<file path="config.mk">
export PLATFORM = sky130hd
export DESIGN_NAME = crfe_span
export DESIGN_NICKNAME = d
export VERILOG_FILES = /design/src/hdl/crfe_pkg.sv /design/src/hdl/crfe_span.sv
export SDC_FILE = /design/constraint.sdc
export NUM_CORES = 1
export LEC_CHECK = 0
export BUFFER_PORTS_ARGS = -buffer_cell sky130_fd_sc_hd__buf_2
export CAP_MARGIN = 20
export CORE_MARGIN = 2
export CORE_UTILIZATION = 36
export CTS_CLUSTER_SIZE = 24
export DETAILED_ROUTE_END_ITERATION = 10
export GPL_TIMING_DRIVEN = 0
export PLACE_DENSITY = 0.58
export SYNTH_ARGS = -nofsm -noshare
export SYNTH_HDL_FRONTEND = slang
export SYNTH_SLANG_ARGS = --single-unit
</file>
<file path="constraint.sdc">
create_clock -name clock -period 13.2 [get_ports clock]
set_input_delay 2.64 -clock clock [delete_from_list [all_inputs] [get_ports clock]]
set_output_delay 2.64 -clock clock [all_outputs]
set_load 0.01 [all_outputs]
</file>
<file path="src/hdl/crfe_pkg.sv">
package crfe_pkg;

   // Field widths of the command, result and register beats
   localparam int unsigned MODE_W    = 2;
   localparam int unsigned COORD_W   = 11;
   localparam int unsigned SIZE_W    = 10;
   localparam int unsigned COLOR_W   = 16;
   localparam int unsigned CFG_W     = 10;
   localparam int unsigned CSR_IDX_W = 2;

   // Span coordinates: a position plus a size, signed
   localparam int unsigned SPAN_CW = 13;

   // Widest address that position arithmetic can produce
   localparam int unsigned ADDR_MIN_W = 21;

   // Default store geometry
   localparam int unsigned MAX_WIDTH_DEF  = 512;
   localparam int unsigned MAX_HEIGHT_DEF = 512;

   // Command modes
   localparam logic [MODE_W-1:0] MODE_FILL    = 2'd0;
   localparam logic [MODE_W-1:0] MODE_OUTLINE = 2'd1;
   localparam logic [MODE_W-1:0] MODE_WRITE   = 2'd2;
   localparam logic [MODE_W-1:0] MODE_READ    = 2'd3;

   // Register indexes
   localparam logic [CSR_IDX_W-1:0] CSR_FRAME_WIDTH  = 2'd0;
   localparam logic [CSR_IDX_W-1:0] CSR_FRAME_HEIGHT = 2'd1;
   localparam logic [CSR_IDX_W-1:0] CSR_ROW_STRIDE   = 2'd2;

   // Register reset values
   localparam logic [CFG_W-1:0] FRAME_WIDTH_RST  = 10'd480;
   localparam logic [CFG_W-1:0] FRAME_HEIGHT_RST = 10'd320;
   localparam logic [CFG_W-1:0] ROW_STRIDE_RST   = 10'd480;

   typedef struct packed {
      logic [CFG_W-1:0] frame_width;
      logic [CFG_W-1:0] frame_height;
      logic [CFG_W-1:0] row_stride;
   } cfg_type;

   // One clipped span walk: origin, size, color and access kind
   typedef struct packed {
      logic [SPAN_CW-1:0] x0;
      logic [SPAN_CW-1:0] y0;
      logic [SIZE_W-1:0]  w;
      logic [SIZE_W-1:0]  h;
      logic [COLOR_W-1:0] color;
      logic               rd;
   } span_cmd_type;

endpackage

</file>
<file path="src/hdl/crfe_span.sv">
module crfe_span #(
   parameter int unsigned DEPTH = crfe_pkg::MAX_WIDTH_DEF * crfe_pkg::MAX_HEIGHT_DEF
) (
   input  logic                           clock,
   input  logic                           reset,
   input  logic                           start,
   input  crfe_pkg::span_cmd_type         cmd,
   input  crfe_pkg::cfg_type              cfg,
   output logic                           mem_we,
   output logic                           mem_re,
   output logic [$clog2(DEPTH)-1:0]       mem_addr,
   output logic [crfe_pkg::COLOR_W-1:0]   mem_wdata,
   output logic                           done
);

   localparam int unsigned AW = $clog2(DEPTH);
   localparam int unsigned CW = (AW > crfe_pkg::ADDR_MIN_W) ? AW : crfe_pkg::ADDR_MIN_W;
   localparam logic [CW:0] DEPTH_C = (CW+1)'(DEPTH);
   localparam int unsigned SW = crfe_pkg::SPAN_CW;
   localparam int unsigned PW = 2 * crfe_pkg::CFG_W;

   localparam logic [2:0] SP_IDLE  = 3'd0;
   localparam logic [2:0] SP_SETUP = 3'd1;
   localparam logic [2:0] SP_BASE  = 3'd2;
   localparam logic [2:0] SP_WALK  = 3'd3;
   localparam logic [2:0] SP_DONE  = 3'd4;

   logic [2:0]                    state_ff, state_in;
   logic [SW-1:0]                 xs_ff, xs_in, xe_ff, xe_in;
   logic [SW-1:0]                 ys_ff, ys_in, ye_ff, ye_in;
   logic [crfe_pkg::CFG_W-1:0]    x_ff, x_in, y_ff, y_in;
   logic [CW-1:0]                 row_ff, row_in, addr_ff, addr_in;
   logic [crfe_pkg::COLOR_W-1:0]  color_ff, color_in;
   logic                          rd_ff, rd_in;

   logic [SW-1:0]                 x1, y1, fw_s, fh_s;
   logic [PW-1:0]                 prod;
   logic                          empty, x_last, y_last, in_range;

   // Clip the span against the visible frame
   always_comb begin
      fw_s = SW'(cfg.frame_width);
      fh_s = SW'(cfg.frame_height);
      x1   = cmd.x0 + SW'(cmd.w);
      y1   = cmd.y0 + SW'(cmd.h);
   end

   assign empty    = ($signed(xs_ff) >= $signed(xe_ff)) || ($signed(ys_ff) >= $signed(ye_ff));
   assign prod     = ys_ff[crfe_pkg::CFG_W-1:0] * cfg.row_stride;
   assign x_last   = ((crfe_pkg::CFG_W+1)'(x_ff) + (crfe_pkg::CFG_W+1)'(1)) ==
                     xe_ff[crfe_pkg::CFG_W:0];
   assign y_last   = ((crfe_pkg::CFG_W+1)'(y_ff) + (crfe_pkg::CFG_W+1)'(1)) ==
                     ye_ff[crfe_pkg::CFG_W:0];
   assign in_range = {1'b0, addr_ff} < DEPTH_C;

   // Sequence setup, row base and the pixel walk
   always_comb begin
      state_in = state_ff;
      xs_in    = xs_ff;
      xe_in    = xe_ff;
      ys_in    = ys_ff;
      ye_in    = ye_ff;
      x_in     = x_ff;
      y_in     = y_ff;
      row_in   = row_ff;
      addr_in  = addr_ff;
      color_in = color_ff;
      rd_in    = rd_ff;
      unique case (state_ff)
         SP_IDLE: begin
            if (start) begin
               xs_in    = cmd.x0[SW-1] ? '0 : cmd.x0;
               ys_in    = cmd.y0[SW-1] ? '0 : cmd.y0;
               xe_in    = ($signed(x1) > $signed(fw_s)) ? fw_s : x1;
               ye_in    = ($signed(y1) > $signed(fh_s)) ? fh_s : y1;
               color_in = cmd.color;
               rd_in    = cmd.rd;
               state_in = SP_SETUP;
            end
         end
         SP_SETUP: begin
            if (empty) begin
               state_in = SP_DONE;
            end else begin
               x_in     = xs_ff[crfe_pkg::CFG_W-1:0];
               y_in     = ys_ff[crfe_pkg::CFG_W-1:0];
               row_in   = CW'(prod);
               state_in = SP_BASE;
            end
         end
         SP_BASE: begin
            row_in   = row_ff + CW'(xs_ff[crfe_pkg::CFG_W-1:0]);
            addr_in  = row_in;
            state_in = SP_WALK;
         end
         SP_WALK: begin
            if (x_last) begin
               if (y_last) begin
                  state_in = SP_DONE;
               end else begin
                  y_in    = y_ff + crfe_pkg::CFG_W'(1);
                  x_in    = xs_ff[crfe_pkg::CFG_W-1:0];
                  row_in  = row_ff + CW'(cfg.row_stride);
                  addr_in = row_in;
               end
            end else begin
               x_in    = x_ff + crfe_pkg::CFG_W'(1);
               addr_in = addr_ff + CW'(1);
            end
         end
         SP_DONE: begin
            state_in = SP_IDLE;
         end
         default: begin
            state_in = SP_IDLE;
         end
      endcase
   end

   always_ff @(posedge clock) begin
      if (reset) begin
         state_ff <= SP_IDLE;
      end else begin
         state_ff <= state_in;
      end
      xs_ff    <= xs_in;
      xe_ff    <= xe_in;
      ys_ff    <= ys_in;
      ye_ff    <= ye_in;
      x_ff     <= x_in;
      y_ff     <= y_in;
      row_ff   <= row_in;
      addr_ff  <= addr_in;
      color_ff <= color_in;
      rd_ff    <= rd_in;
   end

   // Drop accesses that fall beyond the store
   assign mem_we    = (state_ff == SP_WALK) && !rd_ff && in_range;
   assign mem_re    = (state_ff == SP_WALK) && rd_ff && in_range;
   assign mem_addr  = addr_ff[AW-1:0];
   assign mem_wdata = color_ff;
   assign done      = (state_ff == SP_DONE);

endmodule

</file>
# [After elaboration in Yosys (flattened, before gate mapping)]
# Index checks and enable logic that the tools add are counted.
[word_totals] output_inout_bits=37 ff_bits=134 inputBits=96 wordCells=79
[classes] reduce_logical=16 eq_ne=12 mux=21 n_addsub=9 multipliers=1 order_cmp=5
[ops] op="2-to-1 mux 21 bit" n=4
[ops] op="2-to-1 mux 10 bit" n=8
[ops] op="one-hot mux 21 bit (3 select lines)" n=1
[ops] op="adder 21 x 10 -> 21 bit" n=2
[ops] op="one-hot mux 21 bit (2 select lines)" n=1
[ops] op="one-hot mux 10 bit (2 select lines)" n=2
[ops] op="adder 13 x 10 -> 13 bit" n=2
[ops] op="greater-or-equal comparator 13 bit" n=2
[ops] op="> comparator 13 x 11 -> 1 bit" n=2
[ops] op="adder 10 x 1 -> 11 bit, second input constant" n=2
[ops] op="== test 11 bit" n=2
[ops] op="adder 21 x 1 -> 21 bit, second input constant" n=1
[ops] op="less-than comparator 21 x 19 -> 1 bit, second input constant" n=1
[ops] op="adder 10 x 1 -> 10 bit, second input constant" n=2
[ops] op="multiplier 10 x 10 -> 20 bit" n=1
[ops] op="2-to-1 mux 3 bit" n=4
[ops] op="one-hot mux 3 bit (4 select lines)" n=1
[ops] op="inequality test 2 bit, second input constant" n=5
[ops] op="AND reduction 4 bit" n=2
[ops] op="== test 3 x 2 -> 1 bit, second input constant" n=2
[ops] op="AND reduction 3 bit" n=2
[ops] op="logical AND 1 bit" n=4
[ops] op="AND reduction 2 bit" n=2
[ops] op="nonzero test 2 bit" n=2
[ops] op="7 further kinds" n=7

# [Longest topological paths before layout]
# Gate-level depths: netlist of run 1.
[depth] depth_word=5 depth_mapped=21 ltp_nobuf=20

# [Least setup slack after synthesis of run 1]
# OpenSTA, ideal clock, no wires.
[synth_path] path_kind="input -> register" startpoint="input start" endpoint="register color_ff, in the netlist mem_wdata[0], enable pin" path_stages=1 path_buffers=0 setup_slack_ns=3.091 required_time_ns=12.519 arrival_time_ns=9.429 setup_ns=0.681 cell_sequence="nor4b_1"
[synth_between] elab_chain_cells=1
[synth_rtl] item="from (decl)" line="crfe_span.sv:6" rtl="input logic start,"
[synth_rtl] item="AND reduction 2 bit (no source line)"
[synth_rtl] item="to (signal assigned)" line="crfe_span.sv:134" rtl="color_ff <= color_in;"
[synth_rtl] item="to (decl)" line="crfe_span.sv:33" rtl="logic [crfe_pkg::COLOR_W-1:0] color_ff, color_in;"
# No other way between the ends.
# A chain may end at the register's enable or synchronous reset.

# [Worst setup path after layout of run 1]
[layout_path] startpoint="input cfg[3] (netlist name)" endpoint="register row_ff[18], data pin"
[layout_between] elab_chain_cells=4 word_cells_on_any_way=6 cone_classes="add/sub: 1; mul: 1; mux: 4"
[layout_rtl] item="from (decl)" line="crfe_span.sv:8" rtl="input crfe_pkg::cfg_type cfg,"
[layout_rtl] item="branches (longest 3 deep; another with multiplier 10 x 10 -> 20 bit)"
[layout_rtl] item="one-hot mux 21 bit (3 select lines) *" line="crfe_span.sv:69" rtl="unique case (state_ff)"
[layout_rtl] item="via row_in[18]" line="crfe_span.sv:32" rtl="logic [CW-1:0] row_ff, row_in, addr_ff, addr_in;"
[layout_rtl] item="to (signal assigned)" line="crfe_span.sv:132" rtl="row_ff <= row_in;"
[layout_rtl] item="to (decl)" line="crfe_span.sv:32"
# Mark *: on every way through the listed nets, which the timed path passes. The select of a mux whose other input is x is not followed.

==> flow_summary_export.csv, run 1 <==
group,metric,value,unit
sta,min_period_over_period,61.0,%
grt,grt_overflow,0,
yosys,ys_types,72,
grt,antenna_found_initial,1,
clocking,cts-hold-fix-buffers,0,
setup_path,critPathTopFamily,"adder cells",
sta,fin_hold_ws,0.557,ns
placement,numPortBuffers,132,
power,ir_drop,0.000102,V
setup_path,path_cells,"buf_2 > clkbuf_1 > nand2_1 > fa_1 > inv_1 > fa_1 > fa_1 > fa_1 > inv_1 > fa_1 > inv_1 > ha_1 > a211oi_1 > o211ai_1 > a41oi_1 > o211ai_1 > a31oi_1 > xnor2_1 > nand2_1 > o21ai_0",
sta,fin_skew,0.0207,ns
clocking,cts-resized-gates,0,
sta,relSlewSlack,30.4,%
sta,setup_violations,0,
setup_path,crit_buf_inv,5,
clocking,clk_pin_slew,0.06,ns
yosys,synth_edf_count,129,
floorplanning,fp.coreArea,0.0366,sq mm
power,p_leak,0.00667,uW
layout,seq_area,0.00393,sq mm
clocking,clock_latency,0.44,ns
setup_path,cp-start-kind,"input port",
grt,grt_pass1_wl,56.0,mm
detailed_routing,routed-via-count,10750,
layout,area_growth,14.2,%
floorplanning,io_pins,133,
layout,final_cells,2050,
layout,final_cell_mix,"ha_1, buf_2, nand2_1",
layout,nFillCells,3617,
layout,nets,1873,
worst_hold_path,holdPathEnd,"state_ff[0]",
floorplanning,fp.dieH,197,microns
worst_hold_path,min_from,"state_ff[1]",
placement,dpl_cell_area,0.0148,sq mm
yosys,ys.warnings.count,0,
clocking,postCtsSetupBuffers,0,
floorplanning,rows,70,
setup_path,crit_arrival,8.21,ns
sta,worstMarginPinSlew,1.04,ns
floorplanning,die_w,197,microns
sta,finalHoldViolations,0,
setup_path,slowest_stage,"fa_1",
detailed_routing,drt-total-wl,35.2,mm
setup_path,path_max_fanout,10,
clocking,cts_tree,"built",
run,cap_viol_max_count,0,
grt,grt_pass1_vias,10782,
setup_path,reg2reg_from,"ys_ff[0]",
grt,grt_max_degree,18,
setup_path,r2r_cells,19,
setup_path,crit_path_max_incr_delay,0.57,ns
worst_hold_path,min_path_cells,2,
grt,grt_usage,18.5,%
sta,fmax,0.124,GHz
yosys,syn_area,0.0134,sq mm
detailed_routing,first_iter_violations,639,
setup_path,worstPathRequired,13.36,ns
yosys,postSynthCellCount,1406,
clocking,clockBufferDepth,2,
worst_hold_path,min_path_type,"reg2reg",
setup_path,endpoint_kind,"flip-flop",
setup_path,rrSetupSlack,6.91,ns
setup_path,worst_r2r_endpoint,"row_ff[18]",
placement,globalplace.congestion,0.918,
detailed_routing,first_pass_iters,5,
power,power.density,143,mW/mm^2
sta,drv_slew,0,
yosys,synth_ff_type,"edfxtp_1",
clocking,clock-sinks,132,
yosys,async_reset_ff_share,0,%
floorplanning,start_util,36.6,%
setup_path,critical_path_class,"in2reg",
detailed_routing,via_per_inst,5.24,
sta,finalCriticalPeriod,8.05,ns
yosys,ys_seq_area_share,29.3,%
detailed_routing,drc,0,
status,status,"completed",
layout,antenna_cells,0,
layout,layout-drive-gt1-share,15.2,%
layout,final_common_cell,"ha_1",
floorplanning,dieArea,0.0388,sq mm
layout,finish.instance_area,0.0153,sq mm
setup_path,cpMostUsedCell,"fa_1",
detailed_routing,postRouteAntennaNets,0,
sta,grt_setup_unrepaired,"false",
clocking,htreeDepth,4,
detailed_routing,wl_per_cell,17.2,microns
clocking,root_buffer,"clkbuf_16",
clocking,cts_made_buffers,17,
yosys,ys_seq_elements,132,
yosys,syn_avg_cell_area,9.54,sq um
placement,placedCellCount,2017,
placement,post-dp-hpwl,28.8,mm
layout,multi_input_area,0.00873,sq mm
yosys,synth_nets,1710,
[per-stage QoR]
stage	TNS [ns]	total power, uW	util, %	setup WS, ns
2_1_floorplan	0	1460	-	3.09
3_3_place_gp	-38.87	1740	40.0	-0.587
5_1_grt	0	2380	41.8	4.83
6_report	0	2190	41.8	5.15
3_5_place_dp	0	1760	40.3	4.72
4_1_cts	0	2200	41.8	5.19
[metal layers]
metal	part of all wire (%)	up-vias	wire [microns]	global-route usage, %
li1	-	5284	-	-
met1	45	5077	16000	23.9
met2	47	325	16400	31.6
met3	5.9	62	2080	3.59
met4	1.9	2	675	5.35
met5	0.037	-	13	0
[Yosys cell counts, types with 8 or more instances]
| master | instances | area, sq um |
|---|---|---|
| nand2_1 | 134 | 503 |
| a21oi_1 | 82 | 410 |
| nor2b_1 | 31 | 194 |
| nand4_1 | 16 | 100 |
| o22ai_1 | 8 | 50.1 |
| mux2_4 | 10 | 150 |
| and3_1 | 12 | 75.1 |
| xor2_1 | 39 | 342 |
| buf_4 | 21 | 158 |
| o21ai_1 | 24 | 120 |
| o21ai_0 | 38 | 190 |
| edfxtp_1 | 129 | 3870 |
| o211ai_1 | 14 | 105 |
| a21o_1 | 14 | 105 |
| xnor2_1 | 75 | 657 |
| mux2_2 | 8 | 90.1 |
| nand3_1 | 44 | 220 |
| fa_1 | 66 | 1320 |
| nor3_1 | 24 | 120 |
| mux2i_1 | 14 | 140 |
| ha_1 | 142 | 1780 |
| and2_1 | 66 | 413 |
| clkbuf_1 | 30 | 113 |
| and4_1 | 8 | 70.1 |
| nand2b_1 | 9 | 56.3 |
| a211oi_1 | 14 | 105 |
| nor2_1 | 98 | 368 |
| inv_1 | 119 | 447 |
[how the worst max path moves through the flow]
stage / startpoint / endpoint / cells after the start
2_1_floorplan: start / mem_wdata[0] / 1
3_3_place_gp: start / ys_ff[0] / 2
3_5_place_dp: cfg[3] / row_ff[18] / 20
4_1_cts: cfg[3] / row_ff[18] / 20
5_1_grt: cfg[3] / row_ff[18] / 22
6_report: cfg[3] / row_ff[18] / 20
[cells by family after synthesis]
group | share of synthesized area (%)
mux | 3.34
compound gates | 12.9
xor+xnor | 8.12
fa+ha+maj | 23.1
simple gates | 17.5
buf+inv | 5.65
flops | 29.3
[flip-flops by register name, indices dropped and copies added (netlist names)]
register	cells
x_ff	10
y_ff	10
addr_ff	21
row_ff	21
xe_ff	13
rd_ff	1
ye_ff	13
state_ff	3
ys_ff	12
mem_wdata	16
xs_ff	12
[power breakdown]
| group | total, uW | switching [uW] | internal, uW |
|---|---|---|---|
| combinational | 1170 | 673 | 497 |
| clock | 438 | 196 | 242 |
| sequential | 583 | 31.8 | 551 |
| total | 2190 | 901 | 1290 |
[tightest hold or removal path, delay by kind of cell, from the launching register on]
kind / cells / cell delay (ns)
AO/OA/AOI/OAI: 1 / 0.06
flip-flops: 1 / 0.37
AND/OR/NAND/NOR: 1 / 0.08
[cell type report]
| cell class | instances | share of cell area [%] |
|---|---|---|
| clock buffer | 19 | 2.83 |
| timing repair buffer | 144 | 5.02 |
| sequential | 132 | 25.7 |
| tap | 468 | 3.82 |
| buffer | 60 | 2.03 |
| multi-input combinational | 1095 | 57.0 |
| clock inverter | 13 | 0.678 |
| inverter | 119 | 2.92 |
Power figures use the tool's default switching activity.
==> run 2: changes to the inputs <==
--- a/config.mk
+++ b/config.mk
@@ -5,6 +5,7 @@
 export SDC_FILE = /design/constraint.sdc
 export NUM_CORES = 1
 export LEC_CHECK = 0
+export ABC_AREA = 1
 export BUFFER_PORTS_ARGS = -buffer_cell sky130_fd_sc_hd__buf_2
 export CAP_MARGIN = 20
 export CORE_MARGIN = 2
@@ -12,7 +13,7 @@
 export CTS_CLUSTER_SIZE = 24
 export DETAILED_ROUTE_END_ITERATION = 10
 export GPL_TIMING_DRIVEN = 0
-export PLACE_DENSITY = 0.58
+export PLACE_DENSITY = 0.6
 export SYNTH_ARGS = -nofsm -noshare
 export SYNTH_HDL_FRONTEND = slang
 export SYNTH_SLANG_ARGS = --single-unit
==> constraint.sdc (replaced) <==
create_clock -name clock -period 6.86 [get_ports clock]
set_input_delay 1.372 -clock clock [delete_from_list [all_inputs] [get_ports clock]]
set_output_delay 1.372 -clock clock [all_outputs]
set_load 0.01 [all_outputs]
==> run 2 against run 1 <==
  * Synthesized area increased by 3.4%
  * Clock-buffer cell count decreased by 2
  * Clock power increased by 120%
  * Sequential power increased by 120%
  * Critical path type unchanged
  * Synthesized cell count increased by 32%
==> flow_summary_export.csv, run 2 <==
group,metric,value,unit
sta,relSlewSlack,32.5,%
layout,antenna_cells,0,
layout,final_common_cell,"nand2_1",
floorplanning,start_util,36.7,%
detailed_routing,via_per_inst,4.96,
grt,antenna_found_initial,0,
sta,finalCriticalPeriod,6.34,ns
yosys,ys_seq_elements,132,
setup_path,worstPathRequired,7.02,ns
grt,grt_pass1_wl,62.2,mm
setup_path,cp-start-kind,"input port",
sta,fin_setup_tns,0,ns
clocking,clk_pin_slew,0.07,ns
yosys,syn_area,0.0139,sq mm
setup_path,cp-endpoint,"row_ff[13]",
layout,layout-drive-gt1-share,10.6,%
setup_path,critical_path_class,"in2reg",
power,ir_drop,0.000199,V
detailed_routing,drt-total-wl,38.6,mm
setup_path,r2r_cells,20,
setup_path,crit_path_start,"cfg[7]",
clocking,cts_made_buffers,17,
clocking,clock_latency,0.44,ns
clocking,htreeDepth,4,
yosys,syn_avg_cell_area,7.47,sq um
setup_path,crit_arrival,6.50,ns
setup_path,crit_cells,21,
worst_hold_path,min_path_type,"reg2reg",
clocking,clock-sinks,132,
power,p_leak,0.00826,uW
clocking,cts-hold-fix-buffers,0,
setup_path,crit_buf_inv,6,
placement,pre_cts_ws,0.0694,ns
floorplanning,fp.coreArea,0.0378,sq mm
detailed_routing,first_pass_iters,6,
floorplanning,fp.dieH,200,microns
floorplanning,rows,71,
setup_path,cpMostUsedCell,"fa_1",
layout,fin_util,42.0,%
grt,grt_pass1_vias,12216,
yosys,ys_types,45,
yosys,netlist.top_cell.by_area,"edfxtp_1",
grt,grt_max_degree,35,
yosys,synth_ff_type,"edfxtp_1",
detailed_routing,wl_per_cell,15.2,microns
layout,nets,2316,
setup_path,rrSetupSlack,1.03,ns
placement,post-dp-hpwl,31.9,mm
setup_path,endpoint_kind,"flip-flop",
grt,grt_usage,19.2,%
sta,fin_skew,0.0123,ns
setup_path,crit_path_max_incr_delay,0.55,ns
clocking,clockBufferDepth,2,
setup_path,worst_r2r_endpoint,"row_ff[13]",
layout,nFillCells,3911,
sta,worstMarginPinSlew,1.01,ns
clocking,cts-resized-gates,0,
grt,grt_overflow,0,
setup_path,path_max_fanout,10,
setup_path,critPathTopFamily,"adder cells",
clocking,root_buffer,"clkbuf_16",
detailed_routing,postRouteAntennaNets,0,
setup_path,reg2reg_from,"ys_ff[8]",
yosys,synth_most_common_cell,"nand2_1",
yosys,ys.warnings.count,0,
power,power.density,339,mW/mm^2
yosys,synth_top_area_share,27.9,%
sta,finalHoldViolations,0,
detailed_routing,first_iter_violations,754,
yosys,synth_edf_count,129,
setup_path,path_cells,"buf_2 > clkbuf_1 > nand2_1 > fa_1 > fa_1 > inv_1 > fa_1 > fa_1 > inv_1 > fa_1 > inv_1 > ha_1 > nand2_1 > nor2_1 > inv_1 > o21ai_0 > nand3_1 > nand2_1 > nand2_1 > nand3_1 > o211ai_1",
clocking,cts_tree,"built",
floorplanning,die_w,200,microns
placement,globalplace.congestion,0.918,
layout,final_cells,2536,
status,status,"completed",
detailed_routing,drc,0,
sta,setup_violations,0,
detailed_routing,routed-via-count,12582,
sta,fin_hold_ws,0.636,ns
layout,area_growth,14.4,%
yosys,synth_nets,2160,
yosys,ys_seq_area_share,28.4,%
layout,final_cell_mix,"nand2_1, inv_1, nand3_1",
yosys,postSynthCellCount,1856,
sta,min_period_over_period,92.4,%
sta,drv_slew,0,
yosys,synth.area.top_cells,"edfxtp_1, nand2_1, ha_1, fa_1, inv_1",
yosys,synthTopCellsByCount,"nand2_1, inv_1, nand3_1",
clocking,postCtsSetupBuffers,0,
floorplanning,io_pins,133,
floorplanning,dieArea,0.0401,sq mm
sta,grt_setup_unrepaired,"false",
yosys,async_reset_ff_share,0,%
sta,worst_slack,0.519,ns
sta,fmax,0.158,GHz
placement,numPortBuffers,132,
placement,placedCellCount,2504,
run,cap_viol_max_count,0,
setup_path,slowest_stage,"fa_1",
run 2: changes by cell type after synthesis, moves of 40 or more:
cell,delta
and2_1,-64
inv_1,+190
nand2_1,+368
nand3_1,+113
nor2_1,+40
xnor2_1,-56
run 2: cell type report:
class	instances	area, sq um	area share [%]
buffer	64	338	2.13
clock inverter	15	180	1.14
timing repair buffer	137	738	4.65
tap	511	639	4.03
multi-input combinational	1349	8440	53.2
sequential	132	3930	24.8
clock buffer	17	425	2.68
inverter	311	1170	7.36
run 2: kinds of logic after synthesis:
| group | count (synthesis) | share of synthesized area (%) |
|---|---|---|
| buffers and inverters | 375 | 10.9 |
| and+or+nand+nor | 865 | 25.9 |
| xor gates and xnor gates | 70 | 4.42 |
| DFF | 132 | 28.4 |
| AOI/OAI and AO/OA | 206 | 8.08 |
| adders and majority gates | 208 | 22.3 |
run 2: report_power, final:
part / internal [uW] / total, uW / switching (uW)
Combinational: 1130 / 3100 / 1970
Clock: 575 / 958 / 384
Sequential: 1170 / 1310 / 139
Total: 2880 / 5370 / 2490
run 2: worst min path at each step:
stage | from | end | slack, ns | depth (start not counted)
3_3_place_gp | ys_ff[2] | y_ff[2] | 0.61 | 2
4_1_cts | ys_ff[2] | y_ff[2] | 0.63 | 2
2_1_floorplan | ys_ff[1] | y_ff[1] | 0.55 | 2
5_1_grt | ys_ff[4] | y_ff[4] | 0.68 | 2
6_report | ys_ff[2] | y_ff[2] | 0.64 | 2
3_5_place_dp | ys_ff[1] | y_ff[1] | 0.63 | 2
run 2: layer usage:
layer | up-vias | GRT usage (%) | part of all wire, %
met1 | 5887 | 26.1 | 47
li1 | 6300 | - | -
met5 | - | 0 | 0
met3 | 56 | 2.49 | 4.6
met4 | 0 | 5.21 | 2.1
met2 | 339 | 32.3 | 46
run 2: worst reg2reg max path, cell delays in order (launching register included):
cell and delay (ns):
edfxtp_1 0.45, clkbuf_1 0.64, nand2_1 0.15, fa_1 0.52, inv_1 0.05, fa_1 0.54
fa_1 0.45, fa_1 0.54, inv_1 0.05, fa_1 0.53, inv_1 0.04, ha_1 0.38
nand2_1 0.11, nor2_1 0.14, inv_1 0.06, o21ai_0 0.38, nand3_1 0.16, nand2_1 0.09
nand2_1 0.05, nand3_1 0.12, o211ai_1 0.11
run 2: metrics by stage:
step	total power (uW)	cell area [sq um]
2_1_floorplan	3540	13900
3_3_place_gp	4340	15200
3_5_place_dp	4410	15300
4_1_cts	5390	15900
5_1_grt	5880	15900
6_report	5370	15900
==> run 3: changes to the inputs <==
--- a/config.mk
+++ b/config.mk
@@ -5,10 +5,9 @@
 export SDC_FILE = /design/constraint.sdc
 export NUM_CORES = 1
 export LEC_CHECK = 0
-export ABC_AREA = 1
+export ABC_AREA = 0
 export BUFFER_PORTS_ARGS = -buffer_cell sky130_fd_sc_hd__buf_2
 export CAP_MARGIN = 20
-export CORE_MARGIN = 2
 export CORE_UTILIZATION = 36
 export CTS_CLUSTER_SIZE = 24
 export DETAILED_ROUTE_END_ITERATION = 10
==> run 3 against run 2 <==
  * Global-route usage fell by 0.82 points
  * Clock skew fell by 0.0013 ns
  * Cell count fell by 19%
  * Wire length fell by 11%
  * Sequential cell count did not move
  * Power fell by 20%
  * Critical path depth fell by 1
  * Via count fell by 16%
  * Sequential share of layout area rose by 0.86 points
  * Sequential power fell by 15%
  * Clock power fell by 7.3%
  * Largest cell class unchanged
  * Largest power group unchanged
==> flow_summary_export.csv, run 3 (synthesis gave the netlist of run 1 again) <==
group,metric,value,unit
worst_hold_path,min_path_type,"reg2reg",
placement,numPortBuffers,132,
detailed_routing,postRouteAntennaNets,0,
power,p_comb_share,53.1,%
floorplanning,fp.coreArea,0.0366,sq mm
layout,nFillCells,3690,
setup_path,cpMostUsedCell,"fa_1",
setup_path,crit_path_max_incr_delay,0.55,ns
grt,grt_pass1_wl,55.1,mm
sta,fmax,0.155,GHz
grt,grt_max_degree,18,
setup_path,cp-start-kind,"input port",
floorplanning,fp.dieH,195,microns
clocking,clk_pin_slew,0.06,ns
setup_path,slowest_stage,"fa_1",
setup_path,worstPathRequired,7.01,ns
sta,worstMarginPinSlew,1.08,ns
sta,fin_hold_ws,0.569,ns
layout,seq_area,0.00393,sq mm
clocking,clock_latency,0.43,ns
floorplanning,die_w,195,microns
setup_path,crit_buf_inv,5,
floorplanning,rows,70,
power,switching_share,40.7,%
layout,final_common_cell,"ha_1",
layout,final_cell_mix,"ha_1, buf_2, nand2_1",
clocking,cts-hold-fix-buffers,0,
setup_path,crit_cells,20,
power,netSwitchingPower,1740,uW
detailed_routing,first_iter_violations,604,
layout,final_cells,2044,
sta,setup_violations,0,
setup_path,path_cells,"buf_2 > clkbuf_1 > nand2_1 > fa_1 > inv_1 > fa_1 > fa_1 > fa_1 > inv_1 > fa_1 > inv_1 > ha_1 > a211oi_1 > o211ai_1 > a41oi_2 > o211ai_1 > a31oi_1 > xnor2_1 > nand2_1 > o21ai_0",
layout,layout-drive-gt1-share,14.8,%
clocking,clockBufferDepth,2,
sta,finalHoldViolations,0,
layout,nets,1867,
detailed_routing,drt-total-wl,34.3,mm
detailed_routing,routed-via-count,10617,
clocking,cts_made_buffers,17,
clocking,cts-resized-gates,0,
clocking,clock-sinks,132,
power,pwr-share-clk,20.7,%
sta,worst_slack,0.419,ns
detailed_routing,first_pass_iters,5,
detailed_routing,wl_per_cell,16.8,microns
setup_path,critPathTopFamily,"adder cells",
clocking,htreeDepth,4,
placement,globalplace.congestion,0.887,
power,p_leak,0.00667,uW
floorplanning,io_pins,133,
placement,pre_cts_ws,-0.318,ns
sta,min_period_over_period,93.9,%
worst_hold_path,min_path_cells,2,
floorplanning,dieArea,0.0380,sq mm
sta,grt_setup_unrepaired,"false",
layout,multi_input_area,0.00875,sq mm
power,power.density,280,mW/mm^2
clocking,root_buffer,"clkbuf_16",
setup_path,critical_path_class,"in2reg",
grt,antenna_found_initial,0,
floorplanning,start_util,36.6,%
sta,relSlewSlack,28.2,%
grt,grt_overflow,0,
layout,fin_util,41.9,%
power,ir_drop,0.000172,V
placement,placedCellCount,2012,
setup_path,endpoint_kind,"flip-flop",
clocking,cts_tree,"built",
status,status,"completed",
grt,grt_pass1_vias,10673,
sta,fin_skew,0.0110,ns
detailed_routing,via_per_inst,5.19,
power,seqPwrFrac,26.2,%
clocking,postCtsSetupBuffers,0,
layout,area_growth,14.4,%
sta,drv_slew,0,
placement,post-dp-hpwl,28.1,mm
run,cap_viol_max_count,0,
layout,antenna_cells,0,
grt,grt_usage,18.4,%
setup_path,crit_arrival,6.59,ns
power,intPower,2540,uW
setup_path,path_max_fanout,10,
detailed_routing,drc,0,
setup_path,r2r_cells,19,
sta,finalCriticalPeriod,6.44,ns
-- run 3: changes by cell type in the layout (fill, tap and decap cells not counted), moves of 29 or more --
| cell | delta |
|---|---|
| nor2_1 | -38 |
| and2_1 | +64 |
| nand2_1 | -368 |
| o21ai_0 | -29 |
| nand3_1 | -113 |
| xnor2_1 | +56 |
| nor2b_1 | +31 |
| inv_1 | -190 |
-- run 3: worst paths after layout --
| kind | startpoint | to | slack, ns |
|---|---|---|---|
| setup / recovery | cfg[1] | row_ff[18] | 0.42 |
| hold / removal | state_ff[1] | state_ff[0] | 0.57 |
| setup reg to reg | ys_ff[0] | row_ff[18] | 0.74 |
| hold reg to reg | state_ff[1] | state_ff[0] | 0.57 |
-- run 3: cell type report --
cell class	count	area share, %
Multi-Input combinational cell	1095	57.1
Sequential cell	132	25.7
Timing Repair Buffer	139	4.85
Tap cell	468	3.82
Inverter	119	2.91
Clock buffer	19	2.82
Buffer	59	2.00
Clock inverter	13	0.889
-- run 3: power by group through the flow --
stage                     clock network, uW  registers [uW]  logic (uW)
after floorplan                           0            1120        1670
after global placement                    0            1150        2210
after detailed placement                  0            1140        2260
after CTS                               903            1120        2280
after global routing                    937            1130        2600
final                                   888            1120        2280
-- run 3: worst min-delay path, stage by stage (launching register included) --
cell and delay, ns:
dfxtp_1 0.37, nand2_1 0.08, o2bb2ai_1 0.06
-- run 3: per-layer routing --
metal / track usage [%] / vias to the layer above / routed length (microns)
met5: 0 / - / 0
met4: 4.37 / 0 / 592
met3: 2.19 / 30 / 1200
met2: 32.1 / 236 / 16600
met1: 24.2 / 5080 / 15900
li1: - / 5271 / -
-- run 3: metrics by stage --
step,area [sq um],setup TNS [ns],power [uW]
floorplan,13400,0,2800
CTS,15300,0,4300
finish,15300,0,4290
global placement,14700,-36.89,3360
global route,15300,0,4670
detailed placement,14800,-0.687,3400
